<file path="src/design/sha_pkg.sv">
// package: sha-256 constants and round functions
`default_nettype none
package sha_pkg;

    localparam int unsigned NUM_ROUNDS = 64;
    localparam int unsigned BLOCK_BYTES = 64;
    localparam int unsigned HASH_WORDS = 8;
    localparam int unsigned LEN_BITS = 61;
    localparam logic [7:0] PAD_BYTE = 8'h80;
    localparam logic [5:0] LEN_POS = 6'd56;

    typedef logic [31:0] t_word;

    function automatic t_word round_k(input logic [5:0] t);
        t_word k;
        case (t)
            6'd0: k = 32'h428a2f98; 6'd1: k = 32'h71374491;
            6'd2: k = 32'hb5c0fbcf; 6'd3: k = 32'he9b5dba5;
            6'd4: k = 32'h3956c25b; 6'd5: k = 32'h59f111f1;
            6'd6: k = 32'h923f82a4; 6'd7: k = 32'hab1c5ed5;
            6'd8: k = 32'hd807aa98; 6'd9: k = 32'h12835b01;
            6'd10: k = 32'h243185be; 6'd11: k = 32'h550c7dc3;
            6'd12: k = 32'h72be5d74; 6'd13: k = 32'h80deb1fe;
            6'd14: k = 32'h9bdc06a7; 6'd15: k = 32'hc19bf174;
            6'd16: k = 32'he49b69c1; 6'd17: k = 32'hefbe4786;
            6'd18: k = 32'h0fc19dc6; 6'd19: k = 32'h240ca1cc;
            6'd20: k = 32'h2de92c6f; 6'd21: k = 32'h4a7484aa;
            6'd22: k = 32'h5cb0a9dc; 6'd23: k = 32'h76f988da;
            6'd24: k = 32'h983e5152; 6'd25: k = 32'ha831c66d;
            6'd26: k = 32'hb00327c8; 6'd27: k = 32'hbf597fc7;
            6'd28: k = 32'hc6e00bf3; 6'd29: k = 32'hd5a79147;
            6'd30: k = 32'h06ca6351; 6'd31: k = 32'h14292967;
            6'd32: k = 32'h27b70a85; 6'd33: k = 32'h2e1b2138;
            6'd34: k = 32'h4d2c6dfc; 6'd35: k = 32'h53380d13;
            6'd36: k = 32'h650a7354; 6'd37: k = 32'h766a0abb;
            6'd38: k = 32'h81c2c92e; 6'd39: k = 32'h92722c85;
            6'd40: k = 32'ha2bfe8a1; 6'd41: k = 32'ha81a664b;
            6'd42: k = 32'hc24b8b70; 6'd43: k = 32'hc76c51a3;
            6'd44: k = 32'hd192e819; 6'd45: k = 32'hd6990624;
            6'd46: k = 32'hf40e3585; 6'd47: k = 32'h106aa070;
            6'd48: k = 32'h19a4c116; 6'd49: k = 32'h1e376c08;
            6'd50: k = 32'h2748774c; 6'd51: k = 32'h34b0bcb5;
            6'd52: k = 32'h391c0cb3; 6'd53: k = 32'h4ed8aa4a;
            6'd54: k = 32'h5b9cca4f; 6'd55: k = 32'h682e6ff3;
            6'd56: k = 32'h748f82ee; 6'd57: k = 32'h78a5636f;
            6'd58: k = 32'h84c87814; 6'd59: k = 32'h8cc70208;
            6'd60: k = 32'h90befffa; 6'd61: k = 32'ha4506ceb;
            6'd62: k = 32'hbef9a3f7; 6'd63: k = 32'hc67178f2;
            default: k = 32'h0;
        endcase
        return k;
    endfunction

    function automatic t_word init_hash(input logic [2:0] i);
        t_word h;
        case (i)
            3'd0: h = 32'h6a09e667; 3'd1: h = 32'hbb67ae85;
            3'd2: h = 32'h3c6ef372; 3'd3: h = 32'ha54ff53a;
            3'd4: h = 32'h510e527f; 3'd5: h = 32'h9b05688c;
            3'd6: h = 32'h1f83d9ab; 3'd7: h = 32'h5be0cd19;
            default: h = 32'h0;
        endcase
        return h;
    endfunction

    function automatic t_word ror(input t_word v, input int unsigned s);
        return (v >> s) | (v << (32 - s));
    endfunction

endpackage
`default_nettype wire

</file>
<file path="src/design/sha_round.sv">
// sha-256 round datapath: schedule memory, one round per cycle
`default_nettype none
module sha_round (
    input  wire              i_clk,
    input  wire              i_rst_n,
    input  wire              i_start,
    input  wire sha_pkg::t_word i_hash [8],
    input  wire sha_pkg::t_word i_msg_word,
    output logic [3:0]       o_word_sel,
    output logic             o_done,
    output sha_pkg::t_word   o_hash [8]
);
    import sha_pkg::*;

    typedef enum logic [1:0] {S_IDLE, S_RUN, S_ADD} t_state;

    t_word  r_win [16];
    t_state r_state;
    logic [5:0] r_t;
    t_word r_a, r_b, r_c, r_d, r_e, r_f, r_g, r_h;
    t_word r_w1, r_w9, r_w14, r_w16;
    t_word w, t1, t2, s0, s1;

    // message word wanted in the next cycle
    assign o_word_sel = (r_state == S_RUN) ? 4'(r_t + 6'd1) : 4'd0;

    always_comb begin
        s0 = ror(r_w1, 7) ^ ror(r_w1, 18) ^ (r_w1 >> 3);
        s1 = ror(r_w14, 17) ^ ror(r_w14, 19) ^ (r_w14 >> 10);
        w  = (r_t < 6'd16) ? i_msg_word : (r_w16 + s0 + r_w9 + s1);
        t1 = r_h + (ror(r_e, 6) ^ ror(r_e, 11) ^ ror(r_e, 25)) +
             ((r_e & r_f) ^ (~r_e & r_g)) + round_k(r_t) + w;
        t2 = (ror(r_a, 2) ^ ror(r_a, 13) ^ ror(r_a, 22)) +
             ((r_a & r_b) ^ (r_a & r_c) ^ (r_b & r_c));
    end

    // schedule window read at fixed offsets from the round counter
    always_ff @(posedge i_clk) begin
        if (r_state == S_RUN) begin
            r_win[r_t[3:0]] <= w;
        end
        r_w1  <= r_win[4'(r_t + 6'd2)];
        r_w9  <= r_win[4'(r_t + 6'd10)];
        r_w14 <= r_win[4'(r_t + 6'd15)];
        r_w16 <= r_win[4'(r_t + 6'd1)];
    end

    always_ff @(posedge i_clk) begin
        if (!i_rst_n) begin
            r_state <= S_IDLE;
            r_t <= '0;
            o_done <= 1'b0;
        end else begin
            o_done <= 1'b0;
            case (r_state)
                S_IDLE: begin
                    if (i_start) begin
                        r_state <= S_RUN;
                        r_t <= '0;
                        {r_a, r_b, r_c, r_d} <= {i_hash[0], i_hash[1], i_hash[2], i_hash[3]};
                        {r_e, r_f, r_g, r_h} <= {i_hash[4], i_hash[5], i_hash[6], i_hash[7]};
                    end
                end
                S_RUN: begin
                    r_h <= r_g; r_g <= r_f; r_f <= r_e; r_e <= r_d + t1;
                    r_d <= r_c; r_c <= r_b; r_b <= r_a; r_a <= t1 + t2;
                    r_t <= r_t + 6'd1;
                    if (r_t == 6'd63) r_state <= S_ADD;
                end
                S_ADD: begin
                    o_hash[0] <= i_hash[0] + r_a; o_hash[1] <= i_hash[1] + r_b;
                    o_hash[2] <= i_hash[2] + r_c; o_hash[3] <= i_hash[3] + r_d;
                    o_hash[4] <= i_hash[4] + r_e; o_hash[5] <= i_hash[5] + r_f;
                    o_hash[6] <= i_hash[6] + r_g; o_hash[7] <= i_hash[7] + r_h;
                    o_done <= 1'b1;
                    r_state <= S_IDLE;
                    r_t <= '0;
                end
                default: r_state <= S_IDLE;
            endcase
        end
    end
endmodule
`default_nettype wire

</file>
<file path="src/design/sha256_stream_hasher_core.sv">
// top level: byte-stream sha-256 hasher
// input channel: one request per accepted cycle carries i_data_byte, i_byte_valid, i_last
// a request without a byte carries nothing but may end the message
// bytes go into a 16-word block memory; the 64th byte starts a 64-round compression
// and the input is then stalled until that compression is done
// throughput: one byte per cycle inside a block
// on last the 0x80 byte, zeros and the bit length are written one byte per cycle,
// into the rest of the block after the n buffered bytes, then one or two compressions follow
// a message over 2^61-1 bytes skips padding and gives eight zero words with
// o_length_error set, the cycle after last (after compression if the byte fills a block)
// eight digest words follow, word 0 first, one per cycle; a stalled word is held
// input stall stays high during compression, padding and digest output
// reset (synchronous) restores the initial hash and empties the block
`default_nettype none
module sha256_stream_hasher_core (
    input  wire         i_clk,
    input  wire         i_rst_n,
    input  wire         i_valid,
    output logic        o_stall,
    input  wire [7:0]   i_data_byte,
    input  wire         i_byte_valid,
    input  wire         i_last,
    output logic        o_valid,
    input  wire         i_stall,
    output logic [31:0] o_digest_word,
    output logic [2:0]  o_word_index,
    output logic        o_last_word,
    output logic        o_length_error
);
    import sha_pkg::*;

    typedef enum logic [2:0] {S_FILL, S_COMP, S_PAD, S_OUT} t_state;

    t_word r_mem [16];
    t_state r_state;
    logic [5:0] r_fill;
    logic [60:0] r_len;
    logic r_ovf, r_final, r_more;
    t_word r_hash [8];
    logic [2:0] r_idx;
    logic r_start;
    logic [6:0] r_rdp;
    t_word r_word;
    logic [3:0] word_sel;
    logic done;
    t_word new_hash [8];
    logic acc;
    logic [63:0] bits;
    logic [7:0] pad_byte;

    assign o_stall = (r_state != S_FILL);
    assign acc = i_valid && !o_stall;
    assign bits = {r_len, 3'b000};

    assign pad_byte = (r_rdp[5:0] == r_fill && !r_more) ? PAD_BYTE :
                      (r_rdp[5:0] >= LEN_POS && r_final) ?
                          bits[{~r_rdp[2:0], 3'b000} +: 8] : 8'h00;

    sha_round u_round (
        .i_clk(i_clk), .i_rst_n(i_rst_n), .i_start(r_start), .i_hash(r_hash),
        .i_msg_word(r_word), .o_word_sel(word_sel), .o_done(done), .o_hash(new_hash)
    );

    // block memory: byte writes, one registered word read per cycle
    always_ff @(posedge i_clk) begin
        if (r_state == S_FILL && acc && i_byte_valid) begin
            r_mem[r_fill[5:2]][{~r_fill[1:0], 3'b000} +: 8] <= i_data_byte;
        end else if (r_state == S_PAD) begin
            r_mem[r_rdp[5:2]][{~r_rdp[1:0], 3'b000} +: 8] <= pad_byte;
        end
        r_word <= r_mem[word_sel];
    end

    always_ff @(posedge i_clk) begin
        if (!i_rst_n) begin
            r_state <= S_FILL;
            r_fill <= '0;
            r_len <= '0;
            r_ovf <= 1'b0;
            r_final <= 1'b0;
            r_more <= 1'b0;
            r_start <= 1'b0;
            r_idx <= '0;
            r_rdp <= '0;
            o_valid <= 1'b0;
            for (int i = 0; i < 8; i++) r_hash[i] <= init_hash(3'(i));
        end else begin
            r_start <= 1'b0;
            case (r_state)
                S_FILL: begin
                    if (acc) begin
                        if (i_byte_valid) begin
                            if (&r_len) r_ovf <= 1'b1;
                            else r_len <= r_len + 61'd1;
                            r_fill <= r_fill + 6'd1;
                        end
                        if (i_byte_valid && r_fill == 6'd63) begin
                            r_state <= S_COMP;
                            r_start <= 1'b1;
                            r_final <= 1'b0;
                            r_more <= i_last;
                        end else if (i_last) begin
                            r_more <= 1'b0;
                            if (r_ovf || (i_byte_valid && &r_len)) begin
                                r_state <= S_OUT;
                                r_idx <= '0;
                                o_valid <= 1'b1;
                            end else begin
                                r_state <= S_PAD;
                                r_rdp <= {1'b0, r_fill + 6'(i_byte_valid)};
                                r_final <= ((r_fill + 6'(i_byte_valid)) < LEN_POS);
                            end
                        end
                    end
                end
                S_PAD: begin
                    r_rdp <= r_rdp + 7'd1;
                    if (r_rdp[5:0] == 6'd63) begin
                        r_state <= S_COMP;
                        r_start <= 1'b1;
                    end
                end
                S_COMP: begin
                    if (done) begin
                        r_hash <= new_hash;
                        r_fill <= '0;
                        if (r_final) begin
                            r_state <= S_OUT;
                            r_idx <= '0;
                            o_valid <= 1'b1;
                        end else if (r_more && r_ovf) begin
                            r_state <= S_OUT;
                            r_idx <= '0;
                            o_valid <= 1'b1;
                            r_more <= 1'b0;
                        end else if (r_more) begin
                            r_state <= S_PAD;
                            r_rdp <= '0;
                            r_fill <= '0;
                            r_final <= 1'b1;
                            r_more <= 1'b0;
                        end else if (r_fill != 6'd0 || r_rdp != 7'd0) begin
                            r_state <= S_PAD;
                            r_rdp <= '0;
                            r_final <= 1'b1;
                            r_more <= 1'b1;
                        end else begin
                            r_state <= S_FILL;
                        end
                    end
                end
                S_OUT: begin
                    if (!i_stall) begin
                        r_idx <= r_idx + 3'd1;
                        if (r_idx == 3'd7) begin
                            o_valid <= 1'b0;
                            r_state <= S_FILL;
                            r_fill <= '0;
                            r_len <= '0;
                            r_ovf <= 1'b0;
                            r_rdp <= '0;
                            for (int i = 0; i < 8; i++) r_hash[i] <= init_hash(3'(i));
                        end
                    end
                end
                default: r_state <= S_FILL;
            endcase
        end
    end

    assign o_digest_word = r_ovf ? 32'h0 : r_hash[r_idx];
    assign o_word_index = r_idx;
    assign o_last_word = (r_idx == 3'd7);
    assign o_length_error = r_ovf;
endmodule
`default_nettype wire

</file>
<file path="config.mk">
export PLATFORM = sky130hd
export DESIGN_NAME = sha256_stream_hasher_core
export DESIGN_NICKNAME = d
export VERILOG_FILES = /design/src/design/sha_pkg.sv /design/src/design/sha_round.sv /design/src/design/sha256_stream_hasher_core.sv
export SDC_FILE = /design/constraint.sdc
export NUM_CORES = 2
export LEC_CHECK = 0
export BUFFER_PORTS_ARGS = -buffer_cell sky130_fd_sc_hd__buf_2
export CAP_MARGIN = 20
export CORE_ASPECT_RATIO = 1.75
export CORE_MARGIN = 2
export CORE_UTILIZATION = 58
export CTS_CLUSTER_DIAMETER = 150
export DETAILED_ROUTE_END_ITERATION = 10
export GPL_ROUTABILITY_DRIVEN = 1
export PLACE_DENSITY = 0.77
export SYNTH_ARGS = -nofsm -noshare
export SYNTH_HDL_FRONTEND = slang
export SYNTH_SLANG_ARGS = --single-unit
</file>
<file path="constraint.sdc">
create_clock -name i_clk -period 24.8 [get_ports i_clk]
set_input_delay 3.72 -clock i_clk [delete_from_list [all_inputs] [get_ports i_clk]]
set_output_delay 3.72 -clock i_clk [all_outputs]
set_load 0.02 [all_outputs]
</file>
* After elaboration in Yosys (flattened, before gate mapping)
Memory sizes are Yosys's and may differ from the RTL's. A register that Yosys moved wholly into a read port is not among the register bits.
Index checks and enable logic that the tools add are counted.
W data, S select, Z words.
** Word-level totals
- Bits in writable memories :: 1024
- ROM bits :: 2048
- Register bits :: 862
- Output and inout port bits :: 39
- Memories :: 3
- Bits of input ports :: 14
- Logic and storage cells :: 307
- Bits in latches :: 0
** Memories
- (name not given) :: depth 64, width 32, read ports 1, clocked after memory_dff 1, write ports 0, RTL line sha_pkg.sv:16 : case (t)
- r_mem :: depth 16, width 32, read ports 1, clocked after memory_dff 1, write ports 1, RTL line sha256_stream_hasher_core.sv:34 : t_word r_mem [16];
- u_round.r_win :: depth 16, width 32, read ports 4, clocked after memory_dff 4, write ports 1, RTL line sha_round.sv:17 : t_word r_win [16];
** Cells by class
- $mul :: 0
- Divide/modulo/power cells :: 0
- Bitwise logic cells :: 31
- Reduce and logical (&&, ||, !) cells :: 40
- Add/sub/neg operators :: 29
- Equal/unequal tests :: 30
- Multiplexer cells :: 128
- Shift-type cells :: 5
- $lt $le $gt $ge :: 4
** Operators with widths (count)
- $mux W256 :: 3
- $add A32 B32 Y32 :: 18
- $mux W32 :: 16
- $pmux W256 S2 :: 1
- $pmux W32 S2 :: 8
- $mux W61 :: 5
- $xor A32 B32 Y32 :: 9
- $and A32 B32 Y32 :: 5
- $pmux W61 S2 :: 1
- $bmux W32 S3 :: 1
- $mux W7 :: 11
- $shift A8 B7 Y32 const A :: 2
- $shiftx A64 B7 Y8 :: 1
- $shiftx A8 B7 Y32 :: 2
- $add A61 B1 Y61 const B :: 1
- $reduce_and A61 Y1 :: 1
- $mux W6 :: 8
- $mux W3 :: 15
- $mux W1 :: 38
- $pmux W6 S3 :: 2
- $not A32 Y32 :: 1
- $or A10 B32 Y32 :: 1
- $or A13 B32 Y32 :: 1
- $or A14 B32 Y32 :: 1
- other kinds (62) :: 115

* Longest topological paths before layout
- Word-level depth :: 10
- Mapped depth :: 42
- Mapped depth without buffers :: 42

* Cells and area by module
Synthesis repeated with hierarchy kept, for this count alone.
** Second synthesis, totals
- Cells, all modules :: 8980
- Area total of the unflattened synthesis :: 115365.6 um^2
** By module, submodules not included
- sha_round :: instances 1, cells each 6117, area each 78146.2 um^2, sequential area each 34132.7 um^2
- sha256_stream_hasher_core :: instances 1, cells each 2863, area each 37219.4 um^2, sequential area each 22821.9 um^2

* Worst setup path after synthesis
OpenSTA, ideal clock, no wires.
- Path type :: input to register
- From :: input i_rst_n
- To :: register u_round.r_a[0], enable pin
- Path buffers :: 3
- Required time :: 23559 ps
- Arrival time :: 22954 ps
- Setup time :: 1241 ps
- Path slack :: 605 ps
- Stages on the path :: 4
- Cell sequence :: clkbuf_1 > clkbuf_1 > clkbuf_1 > nor3b_1
** Between the ends
- Word-level cells in the longest chain between the ends :: 1
** RTL lines
- start: declaration :: RTL line sha256_stream_hasher_core.sv:17 : input wire i_rst_n,
- $reduce_and A3 Y1 (no line)
- end signal: assignment :: RTL line sha_round.sv:60 : {r_a, r_b, r_c, r_d} <= {i_hash[0], i_hash[1], i_hash[2], i_hash[3]};
- end signal: assignment :: RTL line sha_round.sv:66 : r_d <= r_c; r_c <= r_b; r_b <= r_a; r_a <= t1 + t2;
- end: declaration :: RTL line sha_round.sv:20 : t_word r_a, r_b, r_c, r_d, r_e, r_f, r_g, r_h;
Every way passes these cells.
A chain may end at the register's enable or synchronous reset.

* Worst setup path in the final report
- From :: register u_round.r_w14[18] (read register of u_round.r_win)
- To :: register u_round.r_a[29] (data pin)
** Between the ends
- Word-level cells in the longest chain between the ends :: 8
** RTL lines
- start: declaration :: RTL line sha_round.sv:21 : t_word r_w1, r_w9, r_w14, r_w16;
- $or A15 B32 Y32 :: RTL line sha_pkg.sv:67 : return (v >> s) | (v << (32 - s));
- $xor A32 B32 Y32 :: RTL line sha_round.sv:29 : s1 = ror(r_w14, 17) ^ ror(r_w14, 19) ^ (r_w14 >> 10);
- $xor A32 B22 Y32 * :: RTL line sha_round.sv:29
- $add A32 B32 Y32 * :: RTL line sha_round.sv:30 : w = (r_t < 6'd16) ? i_msg_word : (r_w16 + s0 + r_w9 + s1);
- $mux W32 * :: RTL line sha_round.sv:30
- $add A32 B32 Y32 * :: RTL line sha_round.sv:32 : ((r_e & r_f) ^ (~r_e & r_g)) + round_k(r_t) + w;
- $add A32 B32 Y32 * :: RTL line sha_round.sv:66
- $pmux W32 S2 * :: RTL line sha_round.sv:55 : case (r_state)
Every way passes the cells marked *; elsewhere a longest branch is shown, timed or not.

==> reports/summary.md <==
For this run, design rule violations remaining after detail routing come to 0. The number of enable-type register cells in the synthesized netlist is 1536. The residual overflow from global routing is 0. In this run, synthesis produced a sequential element count of 2077. The number of global-route vias before repair was 84600; the peak supply drop was 66.6 uV. The pre-antenna-repair detailed-routing pass consisted of 7 iterations.

The worst register-to-register path begins at u_round.r_w14[18]. Along the worst path, the maximum fanout reaches 6. The largest buffer count on any clock path was 4; the floorplan die area was 204000 sq um. For the post-placement worst setup slack, the log shows 14.20 ns. The library cell used most frequently in the layout, excluding fill and tap cells, is sky130_fd_sc_hd__edfxtp_1. The post-detailed-route via-to-cell ratio works out to 6.77. The most critical setup path has its endpoint at u_round.r_a[29]. Once the clock tree was built, the resizer swapped 0 gates to a different size. Yosys mapped the design onto 99 distinct sky130hd cell types.

The initial standard-cell utilization of the core came out at 58.2%. STA classifies the critical path endpoint as a flop. The leakage power was 0.0444 uW; the final critical-path setup slack was 14.00 ns. The synthesized instance count was 9744; the async set or reset register ratio after synthesis was 0%. In the final layout, the share of cells above drive strength 1 is 13.4%.

The worst hold path belongs to the class reg -> reg. The dominant synthesized flop cell is sky130_fd_sc_hd__edfxtp_1. Input and output buffers added on the ports amount to 52. Between clock sinks in the finished design, the worst skew comes to 0.0718 ns. The total of max-cap violations is 0.

TritonCTS built the clock tree. In the finished design, the share of the clock period the worst path needs comes to 43.6%. The flow ran to the end, and the final reports show no timing, DRC or antenna violations. The actual slew at the worst max-slew pin is 1.35 ns, and the number of sinks driven by the clock tree is 2077.

The library cell contributing the largest single delay on the critical path was sky130_fd_sc_hd__fa_1. Die extent in y: 596 um. The run gives 263000 um as the placed wire-length estimate. The endpoint identified for the worst register-to-register timing path is u_round.r_a[29]. After routing, the total negative slack on setup checks comes to 0 ns. The worst relative slew slack was 8.81%.

The tools report the type of element launching the critical path as a flop. Across every metal layer, demand over resource in global routing totals 36.5%. The tools report the beginning of the critical path as u_round.r_w14[18].

The floorplan has 217 rows. The net count of the mapped netlist is 10400. Entering global routing, the biggest net connects 134 pins. The number of buffers and inverters on the critical path is 3. The critical path start-end classification was reg -> reg. Setup violations remaining at the end of the flow were counted as 0.

The max-slew violation count is 0, and the synthesized area divided by synthesized cell count is 11.9 sq um. The cell area power density is 55.7 nW/um^2, and the remaining antenna violation count after routing is 0. At the later pin of the worst-skew pair, clock insertion delay measures 0.87 ns.

For the worst flop-to-flop path, the logic depth is 41. The cell sitting at the root of the clock tree is a sky130_fd_sc_hd__clkbuf_16. From synthesis to final layout, the design area changed by 7.88%. The library cells used most frequently in the layout, excluding fill and tap cells, are sky130_fd_sc_hd__edfxtp_1 (1536), sky130_fd_sc_hd__nand2_1 (1042), sky130_fd_sc_hd__mux4_2 (621), sky130_fd_sc_hd__a21oi_1 (584), sky130_fd_sc_hd__nor2_1 (570). Derived from the worst setup path, the maximum achievable clock frequency is 0.0926 GHz. The total count of hold-check failures in the final report was 0. The number of buffers created by CTS is 191.

The run gives 10100 as the number of DRC markers after the initial detailed-route iteration. The initial antenna violation count was 23; the final critical path time including I/O delays and setup was 10.80 ns. The critical path runs through a total of 41 cells. Of the synthesized area, sequential elements account for 49.1%. At the worst endpoint, the required time is 25.39 ns. The H-tree was split into 4 levels. The tools report the worst hold margin as 0.499 ns.

The area of the mapped netlist came out at 116000 sq um. The congestion estimate from routability-driven global placement came to 1.03. After the last flow step, the layout net total stands at 10200. The first global-routing pass estimated 546000 um of wire. The routed layout has 83700 vias. After detailed routing, the average wire length per cell comes to 30.2 um. The clock transition at the registers of the reported paths is 0.07 ns. 53 I/O pins were placed.

The run gives 374000 um as the post-detailed-routing wire length. Setup repair after global routing left no endpoint under its margin. After clock tree synthesis, the setup repair step added 0 buffers. The Yosys step of the flow raised 0 warnings.

Setup slack on the worst reg-to-reg path comes out at 14.00 ns. The post-cts hold buffer count was 0. The kind of cell adding the most delay to the critical path was compound AO/OA/AOI/OAI gates.

At the worst endpoint, the arrival time is 11.39 ns. The core region is 199000 sq um. The most prevalent standard cell on the critical path was sky130_fd_sc_hd__fa_1. Die width: 342 um. The highest cell delay on the worst timing path came out at 0.53 ns.
## state kept, by name (all words and copies together) (netlist names), 61 cells and up, named ones only
signal and cells:
u_round.o_hash 256, r_mem 512, r_hash 256, r_len 61
u_round.r_win 512
## worst min path at each step
stage | start | depth (start not counted) | to | slack, ns
finish | r_len[60] | 2 | r_len[60] | 0.50
global route | r_len[60] | 2 | r_len[60] | 0.53
CTS | r_len[60] | 2 | r_len[60] | 0.50
detailed placement | r_len[60] | 2 | r_len[60] | 0.48
global placement | r_rdp[6] | 2 | r_rdp[6] | 0.48
floorplan | r_len[60] | 2 | r_len[60] | 0.45
## logic make-up after synthesis
group                      share of synthesized area, %
AOI/OAI and AO/OA                                  10.4
xor gates and xnor gates                           4.93
adders and majority gates                          7.94
buffers and inverters                              3.24
DFF                                                49.1
muxes                                              14.0
and+or+nand+nor                                    10.5
## through the flow
stage	area (sq um)	power (uW)	utilization [%]	instances
finish	125000	6970	62.8	12400
floorplan	116000	3970	-	9744
global placement	119000	4050	59.6	12000
CTS	125000	6970	62.7	12300
detailed placement	119000	4050	59.6	12000
global route	125000	7110	62.8	12400
## tightest hold or removal path, delay by kind of cell, from the launching register on
kind	cells	cell delay [ns]
AO/OA/AOI/OAI	1	0.05
flip-flops	1	0.35
AND/OR/NAND/NOR	1	0.07
## layer usage
layer	up-vias	wire length [um]	part of all wire (%)	track usage (%)
met1	41500	117000	31	38.8
li1	35700	-	-	-
met2	4931	187000	50	62.3
met3	1548	28600	7.7	5.95
met5	-	49	0.013	0
met4	8	41100	11	32.4
## synth_stat cells (28+ instances only)
| cell type | number | area share [%] |
|---|---|---|
| sky130_fd_sc_hd__edfxtp_1 | 1536 | 40 |
| sky130_fd_sc_hd__nand2_1 | 1047 | 3.4 |
| sky130_fd_sc_hd__mux4_2 | 621 | 12 |
| sky130_fd_sc_hd__nor2_1 | 585 | 1.9 |
| sky130_fd_sc_hd__a21oi_1 | 584 | 2.5 |
| sky130_fd_sc_hd__dfxtp_1 | 541 | 9.3 |
| sky130_fd_sc_hd__o21ai_0 | 509 | 2.2 |
| sky130_fd_sc_hd__clkbuf_1 | 480 | 1.6 |
| sky130_fd_sc_hd__xnor2_1 | 439 | 3.3 |
| sky130_fd_sc_hd__inv_1 | 411 | 1.3 |
| sky130_fd_sc_hd__ha_1 | 410 | 4.4 |
| sky130_fd_sc_hd__nor3_1 | 224 | 0.97 |
| sky130_fd_sc_hd__xor2_1 | 209 | 1.6 |
| sky130_fd_sc_hd__fa_1 | 195 | 3.4 |
| sky130_fd_sc_hd__a21o_1 | 193 | 1.2 |
| sky130_fd_sc_hd__and3_1 | 184 | 0.99 |
| sky130_fd_sc_hd__nor2b_1 | 177 | 0.95 |
| sky130_fd_sc_hd__mux2i_1 | 140 | 1.2 |
| sky130_fd_sc_hd__nand3_1 | 117 | 0.50 |
| sky130_fd_sc_hd__buf_1 | 94 | 0.30 |
| sky130_fd_sc_hd__a31oi_1 | 75 | 0.40 |
| sky130_fd_sc_hd__a211oi_1 | 74 | 0.48 |
| sky130_fd_sc_hd__mux2_2 | 71 | 0.69 |
| sky130_fd_sc_hd__o21a_1 | 63 | 0.41 |
| sky130_fd_sc_hd__and2_1 | 60 | 0.32 |
| sky130_fd_sc_hd__o211ai_1 | 60 | 0.39 |
| sky130_fd_sc_hd__nand2b_1 | 55 | 0.30 |
| sky130_fd_sc_hd__nand4_1 | 52 | 0.28 |
| sky130_fd_sc_hd__o21bai_1 | 47 | 0.30 |
| sky130_fd_sc_hd__a22o_1 | 36 | 0.27 |
| sky130_fd_sc_hd__or3_1 | 36 | 0.19 |
| sky130_fd_sc_hd__a311oi_1 | 30 | 0.23 |
| sky130_fd_sc_hd__o221ai_1 | 29 | 0.22 |
| sky130_fd_sc_hd__or2_2 | 28 | 0.15 |
## layout make-up
cell class / instances / area, sq um
Clock inverter: 86 / 872
Clock buffer: 260 / 5230
Antenna cell: 24 / 60.1
Inverter: 411 / 1550
Sequential cell: 2077 / 57000
Multi-Input combinational cell: 6671 / 55600
Timing Repair Buffer: 214 / 1560
Tap cell: 2628 / 3290
Fill cell: 15100 / 74200
## where the power goes
group	internal (uW)	switching (uW)
Combinational	93.7	176
Sequential	3710	6.63
Clock	1630	1350
Total	5440	1530
No activity file was read; power rests on OpenSTA's default activity.
